<file path="src/hdl/sam_pkg.sv">
`timescale 1ns / 1ps
`default_nettype none
package sam_pkg;

  localparam int MAX_WINDOW = 64;
  localparam int ALPHABET   = 26;

  localparam int LETTER_W = 5;
  localparam int MODE_W   = 2;
  localparam int PTR_W    = (MAX_WINDOW > 1) ? $clog2(MAX_WINDOW) : 1;
  localparam int CNT_W    = $clog2(MAX_WINDOW + 1);

  typedef enum logic [MODE_W-1:0] {
    MODE_CLEAR   = 2'd0,
    MODE_PATTERN = 2'd1,
    MODE_TEXT    = 2'd2
  } mode_t;

  typedef logic [LETTER_W-1:0] letter_t;
  typedef logic [PTR_W-1:0]    ptr_t;
  typedef logic [CNT_W-1:0]    cnt_t;

  // (ptr - len) mod MAX_WINDOW, with len <= MAX_WINDOW
  function automatic ptr_t ring_sub(input ptr_t ptr, input cnt_t len);
    logic [CNT_W:0] p;
    logic [CNT_W:0] l;
    logic [CNT_W:0] r;
    p = (CNT_W + 1)'(ptr);
    l = (CNT_W + 1)'(len);
    if (p >= l) begin
      r = p - l;
    end else begin
      r = p + (CNT_W + 1)'(MAX_WINDOW) - l;
    end
    return r[PTR_W-1:0];
  endfunction

  function automatic ptr_t ring_inc(input ptr_t ptr);
    ptr_t r;
    if (ptr == PTR_W'(MAX_WINDOW - 1)) begin
      r = '0;
    end else begin
      r = ptr + PTR_W'(1);
    end
    return r;
  endfunction

endpackage
`default_nettype wire

</file>
<file path="src/hdl/sam_if.sv">
`timescale 1ns / 1ps
`default_nettype none
interface sam_in_if
  import sam_pkg::*;
();
  logic                valid;
  logic                ready;
  logic [MODE_W-1:0]   mode;
  logic [LETTER_W-1:0] letter;

  modport source (output valid, output mode, output letter, input ready);
  modport sink   (input valid, input mode, input letter, output ready);
endinterface

interface sam_out_if;
  logic valid;
  logic ready;
  logic match_here;
  logic found;
  logic pattern_dropped;

  modport source (output valid, output match_here, output found, output pattern_dropped,
                  input ready);
  modport sink   (input valid, input match_here, input found, input pattern_dropped,
                  output ready);
endinterface
`default_nettype wire

</file>
<file path="src/hdl/sliding_anagram_matcher.sv">
`timescale 1ns / 1ps
`default_nettype none
// Channel  Dir  Payload                              Transaction
// in_if    in   mode[1:0], letter[4:0]               valid && ready
// out_if   out  match_here, found, pattern_dropped   valid && ready
//
// One transaction per cycle unless out_if stalls; each accepted input produces one result in the next cycle.
// Letter counts, window fill and the ring pointer update at the accepting edge.
// The leaving letter comes from a registered-read ring RAM, addressed ahead
// from the next-state pointer, with a bypass when the window is one letter long.
// in_if.ready stays high while the result register is empty or being drained.
// rst_n (synchronous) clears counts, pointer, found and valid flags; result payload and ring contents stay undefined.
module sliding_anagram_matcher
  import sam_pkg::*;
(
  input  wire logic clk,
  input  wire logic rst_n,
  sam_in_if.sink    in_if,
  sam_out_if.source out_if
);

  logic    acc;
  logic    letter_ok;
  logic    text_go;

  cnt_t    pc_r  [ALPHABET];
  cnt_t    pc_nxt[ALPHABET];
  cnt_t    wc_r  [ALPHABET];
  cnt_t    wc_nxt[ALPHABET];
  ptr_t    ptr_r, ptr_nxt;
  cnt_t    plen_r, plen_nxt;
  cnt_t    seen_r, seen_nxt;
  logic    found_r, found_nxt;

  logic    out_valid_r, out_valid_nxt;
  logic    match_r, match_nxt;
  logic    found_out_r;
  logic    dropped_r, dropped_nxt;

  logic    byp_r;
  letter_t byp_data_r;
  letter_t ram_q;
  letter_t old_letter;
  ptr_t    rd_addr;
  logic    ram_we;

  assign acc          = in_if.valid && in_if.ready;
  assign in_if.ready  = !out_valid_r || out_if.ready;
  assign letter_ok    = int'(in_if.letter) < ALPHABET;
  assign text_go      = acc && (in_if.mode == MODE_TEXT) && letter_ok && (plen_r != '0);
  assign ram_we       = text_go;
  assign old_letter   = byp_r ? byp_data_r : ram_q;
  assign rd_addr      = ring_sub(ptr_nxt, plen_nxt);

  sam_ram #(
    .WIDTH (LETTER_W),
    .DEPTH (MAX_WINDOW)
  ) u_ring (
    .clk   (clk),
    .we    (ram_we),
    .waddr (ptr_r),
    .wdata (in_if.letter),
    .raddr (rd_addr),
    .rdata (ram_q)
  );

  always_comb begin
    logic full;
    logic dec_ok;
    logic all_eq;
    full   = seen_r >= plen_r;
    dec_ok = 1'b0;
    all_eq = 1'b1;

    pc_nxt      = pc_r;
    wc_nxt      = wc_r;
    ptr_nxt     = ptr_r;
    plen_nxt    = plen_r;
    seen_nxt    = seen_r;
    found_nxt   = found_r;
    match_nxt   = 1'b0;
    dropped_nxt = 1'b0;

    if (acc) begin
      case (in_if.mode)
        MODE_CLEAR: begin
          for (int k = 0; k < ALPHABET; k++) begin
            pc_nxt[k] = '0;
            wc_nxt[k] = '0;
          end
          ptr_nxt   = '0;
          plen_nxt  = '0;
          seen_nxt  = '0;
          found_nxt = 1'b0;
        end
        MODE_PATTERN: begin
          if (letter_ok) begin
            if (int'(plen_r) >= MAX_WINDOW) begin
              dropped_nxt = 1'b1;
            end else begin
              for (int k = 0; k < ALPHABET; k++) begin
                if (in_if.letter == LETTER_W'(k)) begin
                  pc_nxt[k] = pc_r[k] + CNT_W'(1);
                end
                wc_nxt[k] = '0;
              end
              plen_nxt = plen_r + CNT_W'(1);
              seen_nxt = '0;
              ptr_nxt  = '0;
            end
          end
        end
        MODE_TEXT: begin
          if (letter_ok) begin
            if (plen_r == '0) begin
              match_nxt = 1'b1;
              found_nxt = 1'b1;
            end else begin
              if (!full) begin
                seen_nxt = seen_r + CNT_W'(1);
              end
              for (int k = 0; k < ALPHABET; k++) begin
                dec_ok = full && (old_letter == LETTER_W'(k)) && (wc_r[k] != '0);
                wc_nxt[k] = wc_r[k] - CNT_W'(dec_ok)
                            + CNT_W'(in_if.letter == LETTER_W'(k));
                if (wc_nxt[k] != pc_r[k]) begin
                  all_eq = 1'b0;
                end
              end
              ptr_nxt = ring_inc(ptr_r);
              if ((seen_nxt == plen_r) && all_eq) begin
                match_nxt = 1'b1;
                found_nxt = 1'b1;
              end
            end
          end
        end
        default: begin
        end
      endcase
    end

    if (acc) begin
      out_valid_nxt = 1'b1;
    end else if (out_if.ready) begin
      out_valid_nxt = 1'b0;
    end else begin
      out_valid_nxt = out_valid_r;
    end
  end

  always_ff @(posedge clk) begin
    if (!rst_n) begin
      for (int k = 0; k < ALPHABET; k++) begin
        pc_r[k] <= '0;
        wc_r[k] <= '0;
      end
      ptr_r       <= '0;
      plen_r      <= '0;
      seen_r      <= '0;
      found_r     <= 1'b0;
      out_valid_r <= 1'b0;
      byp_r       <= 1'b0;
    end else begin
      pc_r        <= pc_nxt;
      wc_r        <= wc_nxt;
      ptr_r       <= ptr_nxt;
      plen_r      <= plen_nxt;
      seen_r      <= seen_nxt;
      found_r     <= found_nxt;
      out_valid_r <= out_valid_nxt;
      // RAM returns the pre-write word when read and write hit the same slot
      byp_r       <= ram_we && (rd_addr == ptr_r);
    end
  end

  always_ff @(posedge clk) begin
    byp_data_r <= in_if.letter;
    if (acc) begin
      match_r     <= match_nxt;
      found_out_r <= found_nxt || (plen_nxt == '0);
      dropped_r   <= dropped_nxt;
    end
  end

  assign out_if.valid           = out_valid_r;
  assign out_if.match_here      = match_r;
  assign out_if.found           = found_out_r;
  assign out_if.pattern_dropped = dropped_r;

  a_seen_bounded: assert property (@(posedge clk) disable iff (!rst_n)
    seen_r <= plen_r)
    else $error("window fill exceeds pattern length");

  a_match_found: assert property (@(posedge clk) disable iff (!rst_n)
    out_valid_r |-> (!match_r || found_out_r))
    else $error("match reported without found");

  a_match_drop_excl: assert property (@(posedge clk) disable iff (!rst_n)
    out_valid_r |-> !(match_r && dropped_r))
    else $error("match and drop in one result");

  a_clear_result: assert property (@(posedge clk) disable iff (!rst_n)
    (acc && (in_if.mode == MODE_CLEAR)) |=>
      (out_valid_r && found_out_r && !match_r && !dropped_r && (plen_r == '0)))
    else $error("clear transaction gave wrong result");

endmodule
`default_nettype wire

</file>
<file path="src/hdl/sam_ram.sv">
`timescale 1ns / 1ps
`default_nettype none
module sam_ram #(
  parameter int WIDTH = 8,
  parameter int DEPTH = 64
) (
  input  wire logic                     clk,
  input  wire logic                     we,
  input  wire logic [$clog2(DEPTH)-1:0] waddr,
  input  wire logic [WIDTH-1:0]         wdata,
  input  wire logic [$clog2(DEPTH)-1:0] raddr,
  output logic      [WIDTH-1:0]         rdata
);

  logic [WIDTH-1:0] mem [DEPTH];

  // read returns the old contents on a same-address write
  always_ff @(posedge clk) begin
    if (we) begin
      mem[waddr] <= wdata;
    end
    rdata <= mem[raddr];
  end

endmodule
`default_nettype wire
</file>
<file path="src/flat_wrapper.sv">
// flat-port wrapper written by rule: the top's interface ports become plain ports
module sliding_anagram_matcher_flat import sam_pkg::*;
  (clk, rst_n, in_if_valid, in_if_mode, in_if_letter, in_if_ready, out_if_valid, out_if_match_here, out_if_found, out_if_pattern_dropped, out_if_ready);
  sam_in_if in_if_i ();
  sam_out_if out_if_i ();
  input  wire logic clk;
  input  wire logic rst_n;
  input wire logic [$bits(in_if_i.valid)-1:0] in_if_valid;
  input wire logic [$bits(in_if_i.mode)-1:0] in_if_mode;
  input wire logic [$bits(in_if_i.letter)-1:0] in_if_letter;
  output wire logic [$bits(in_if_i.ready)-1:0] in_if_ready;
  output wire logic [$bits(out_if_i.valid)-1:0] out_if_valid;
  output wire logic [$bits(out_if_i.match_here)-1:0] out_if_match_here;
  output wire logic [$bits(out_if_i.found)-1:0] out_if_found;
  output wire logic [$bits(out_if_i.pattern_dropped)-1:0] out_if_pattern_dropped;
  input wire logic [$bits(out_if_i.ready)-1:0] out_if_ready;
  assign in_if_i.valid = in_if_valid;
  assign in_if_i.mode = in_if_mode;
  assign in_if_i.letter = in_if_letter;
  assign in_if_ready = in_if_i.ready;
  assign out_if_valid = out_if_i.valid;
  assign out_if_match_here = out_if_i.match_here;
  assign out_if_found = out_if_i.found;
  assign out_if_pattern_dropped = out_if_i.pattern_dropped;
  assign out_if_i.ready = out_if_ready;
  sliding_anagram_matcher u_core (.clk(clk), .rst_n(rst_n), .in_if(in_if_i), .out_if(out_if_i));
endmodule
</file>
<file path="config.mk">
export PLATFORM = sky130hd
export DESIGN_NAME = sliding_anagram_matcher_flat
export DESIGN_NICKNAME = d
export VERILOG_FILES = /design/src/hdl/sam_pkg.sv /design/src/hdl/sam_if.sv /design/src/hdl/sliding_anagram_matcher.sv /design/src/hdl/sam_ram.sv /design/src/flat_wrapper.sv
export SDC_FILE = /design/constraint.sdc
export NUM_CORES = 2
export LEC_CHECK = 0
export BUFFER_PORTS_ARGS = -buffer_cell sky130_fd_sc_hd__clkbuf_2
export CAP_MARGIN = 0
export CORE_AREA = 2 2 313 315
export CTS_CLUSTER_DIAMETER = 50
export DETAILED_ROUTE_END_ITERATION = 7
export DIE_AREA = 0 0 315 317
export SETUP_SLACK_MARGIN = 0.1
export SYNTH_ARGS = -nofsm -noshare
export SYNTH_HDL_FRONTEND = slang
export SYNTH_HIERARCHICAL = 1
export SYNTH_SLANG_ARGS = --single-unit
</file>
<file path="constraint.sdc">
create_clock -name clk -period 7.3 [get_ports clk]
set_clock_uncertainty 0.15 [all_clocks]
set_input_delay 2.19 -clock clk [delete_from_list [all_inputs] [get_ports clk]]
set_output_delay 2.19 -clock clk [all_outputs]
set_load 0.05 [all_outputs]
</file>
==> run_results.csv <==
group,metric,value,unit
placement,dpl.hpwl,124000,um
worst_setup_path,cp_slowest_cell,"nor4_1",
synth,syn_nets,4749,
power,switching_share,26.7,%
power,power_leakage,17.7,nW
drt,wire_per_inst,27.4,um
synth,synthMostInstantiatedCell,"nor2_1",
clocking,cts.htree.levels,3,
clocking,root_buffer,"clkbuf_16",
worst_setup_path,regToRegEndpoint,"u_core/out_if.found$_DFFE_PP_",
worst_setup_path,rrSetupSlack,0.48,ns
sta,fin_crit_sh,93.4,%
clocking,clk_pin_slew,0.06,ns
synth,synth_fa_ha_area_share,9.25,%
sta,hold_viol_final,0,
synth,synthFlopType,"dfxtp_1",
global_routing,antenna_found_initial,5,
synth,yosysSeqAreaShare,40.9,%
placement,place.gp.congestion,1.06,
sta,rsz0062_at_grt,"false",
hold_path,worst_hold_path_type,"flip-flop to flip-flop",
worst_setup_path,critPathBufInv,5,
sta,tightest_slew,1.32,ns
synth,netlist_top_cells_count,"593 x nor2_1, 397 x dfxtp_1, 323 x edfxtp_1",
outcome,status,"finished, final reports clean",
worst_setup_path,worstPathCellList,"inv_1, ha_1, o21a_1, o2111ai_1, o21ai_1, buf_4, nand3_1, a311oi_1, ha_1, inv_1, ha_1, fa_1, xor2_1, nor4_1, nand4_1, nor4_1, nand4_1, a311o_1, nor4_1, buf_4, nand4_1, buf_4, nand2_1, a41o_1",
layout,fin_area,49100,um2
die,row_count,114,
hold_path,min_path_cells,1,
clocking,cts_tree,"yes",
worst_setup_path,path_max_fanout,7,
synth,synth_top_cell_area_share,22.5,%
power,pwr-share-seq,41.4,%
placement,dpl.cell_count,5713,
synth,muxShareOfSynthArea,5.72,%
layout,instances_no_fill,5908,
die,core,96300,um2
placement,post_dp_cell_area,45600,um2
synth,post-synth-top-area-cell,"edfxtp_1",
drt,drcViolationCount,0,
synth,synth-edff-count,323,
die,die_w,315,um
layout,nets,4857,
synth,synthTopCellsByArea,"edfxtp_1 22%, dfxtp_1 18%, ha_1 8.0%, nor2_1 5.2%, xnor2_1 4.2%",
clocking,cts_buffer_depth,3,
synth,synth-xor-area-share,8.36,%
global_routing,grt_start_max_net_pins,79,
sta,fmax,0.147,GHz
sta,slew_headroom,10.8,%
worst_setup_path,reg2reg_depth,24,
power,power.switching,0.00274,W
clocking,cts_made_buffers,104,
synth,synth_top_family_by_area,"simple AND/OR/NAND/NOR gates",
worst_setup_path,critPathKind,"flip-flop to flip-flop",
placement,numPortBuffers,15,
job,max-cap-violations,0,
worst_setup_path,reg2reg_from,"u_core/plen_r[3]$_SDFF_PN0_",
sta,hold_slack,0.351,ns
power,vdd_drop_max,0.000262,V
sta,period_needed,6.82,ns
drt,num_vias,35365,
synth,ys_async_sr_fraction,0,%
synth,synth_warnings,6,
power,power_density,209,nW/um2
sta,timing.final.ws_setup,0.484,ns
drt,drt_wl_total,162000,um
sta,final_max_slew_viol_count,0,
worst_setup_path,cp_slowest_stage_delay,0.64,ns
synth,synth.avg_cell_area,9.73,um2
worst_setup_path,cp-start-kind,"flip-flop",
die,fp.dieH,317,um
sta,setup-violations-final,0,
drt,drt_iter0_drc,3306,
global_routing,grt_pass1_wl,232000,um
clocking,insertion_delay,0.71,ns
drt,dr.pass1.iters,5,
synth,synth_compound_area_share,13.7,%
die,io_pins,16,
global_routing,globalRouteOverflowTotal,0,
synth,synthDistinctLibCells,101,
die,start_util,44.8,%
power,internal_power,0.00753,W
clocking,clock_sinks,720,
synth,syn_area,43200,um2
drt,drt-vias-per-instance,5.99,
synth,synthCells,4435,
sta,finalSetupTns,0,ns
synth,ys_ff_latch,720,
global_routing,grt_usage,32.0,%
placement,pre_cts_slack,-0.437,ns
worst_setup_path,crit_family,"simple AND/OR/NAND/NOR gates",
synth,synth_simple_gate_area_share,17.7,%
worst_setup_path,worstPathArrival,7.24,ns
global_routing,grt_pass1_vias,33086,
worst_setup_path,worstPathRequired,7.73,ns
layout,drive_gt1_share,11.6,%
power,combPwrFrac,9.1,%
worst_setup_path,crit_path_end_kind,"flip-flop",
hold_path,holdPathEnd,"u_core/wc_r[13]$_SDFFE_PN0P_",
power,clkPwrFrac,49.5,%
hold_path,hold_start,"u_core/wc_r[13]$_SDFFE_PN0P_",
layout,area_growth_syn_to_layout,13.8,%
drt,postRouteAntennaNets,0,
die,dieArea,99900,um2
## layer usage
metal / up-vias / GRT usage [%] / wire, um
met5: - / 0 / 80
met1: 17422 / 41.0 / 67300
met3: 343 / 4.70 / 9610
met2: 1177 / 52.2 / 74800
met4: 6 / 17.3 / 10000
li1: 16417 / - / -
## stage by stage
step | utilization (%) | power (W)
after floorplan | - | 0.00481
after global placement | 47.4 | 0.00525
after detailed placement | 47.4 | 0.00526
after CTS | 51.0 | 0.0103
after global routing | 51.0 | 0.0106
final | 51.0 | 0.0103
## flip-flops by register name (all words and copies together), names as in the netlist, 5 cells and up
signal / flops
u_core/plen_r: 7
u_core/byp_data_r: 5
u_core/pc_r: 182
u_core/wc_r: 182
u_core/seen_r: 7
u_core/u_ring/mem: 320
u_core/ptr_r: 6
u_core/u_ring/rdata: 5
## how the worst max path moves through the flow
stage / from / to / slack [ns] / cells past startpoint
after floorplan: in_if_letter[2] / u_core/out_if.found$_DFFE_PP_ / 0.98 / 18
after global placement: in_if_letter[0] / u_core/out_if.found$_DFFE_PP_ / -0.35 / 22
after detailed placement: in_if_letter[0] / u_core/out_if.found$_DFFE_PP_ / -0.44 / 22
after CTS: in_if_letter[0] / u_core/out_if.found$_DFFE_PP_ / 0.27 / 22
after global routing: u_core/plen_r[3]$_SDFF_PN0_ / u_core/out_if.found$_DFFE_PP_ / 0.19 / 27
final: u_core/plen_r[3]$_SDFF_PN0_ / u_core/out_if.found$_DFFE_PP_ / 0.48 / 24
## layout make-up
cell class | count | area [um2]
Antenna cell | 1 | 2.50
Clock buffer | 121 | 2750
Clock inverter | 73 | 783
Fill cell | 8919 | 47100
Inverter | 253 | 965
Multi-Input combinational cell | 3247 | 23700
Sequential cell | 720 | 17600
Tap cell | 1276 | 1600
Timing Repair Buffer | 217 | 1700
## power groups by stage
stage               logic [W]  clock network (W)  registers [W]
finish               0.000934            0.00509        0.00425
global route         0.000968            0.00533        0.00425
CTS                  0.000923            0.00516        0.00425
detailed placement   0.000920                  0        0.00434
global placement     0.000918                  0        0.00434
floorplan            0.000477                  0        0.00433
## cell families (layout without fill, tap and decap cells)
group                      after synthesis  after routing
muxes                                  146            146
xor gates and xnor gates               391            391
buffers and inverters                  468            664
adders and majority gates              303            303
and+or+nand+nor                       1536           1536
other                                    0              1
DFF                                    720            720
AOI/OAI and AO/OA                      871            871
## cell usage in the layout, fill, tap and decap left out, types with 96 or more instances in the layout
cell and instances:
o21ai_0 96, xnor2_1 208, xor2_1 167, buf_4 193, nor3_1 132, inv_1 249, edfxtp_1 323, a22oi_1 133
a21oi_1 252, ha_1 276, dfxtp_1 397, nor2_1 593, nand2_1 175, clkbuf_16 105, nand3_1 118
## timing repair
| item | in CTS | in global routing |
|---|---|---|
| gates resized for setup | 0 | 1 |
| setup endpoints to repair | 0 | 2 |
| setup buffers | 0 | 0 |
| hold buffers | 0 | 0 |
(Power assumes the default switching activity.)
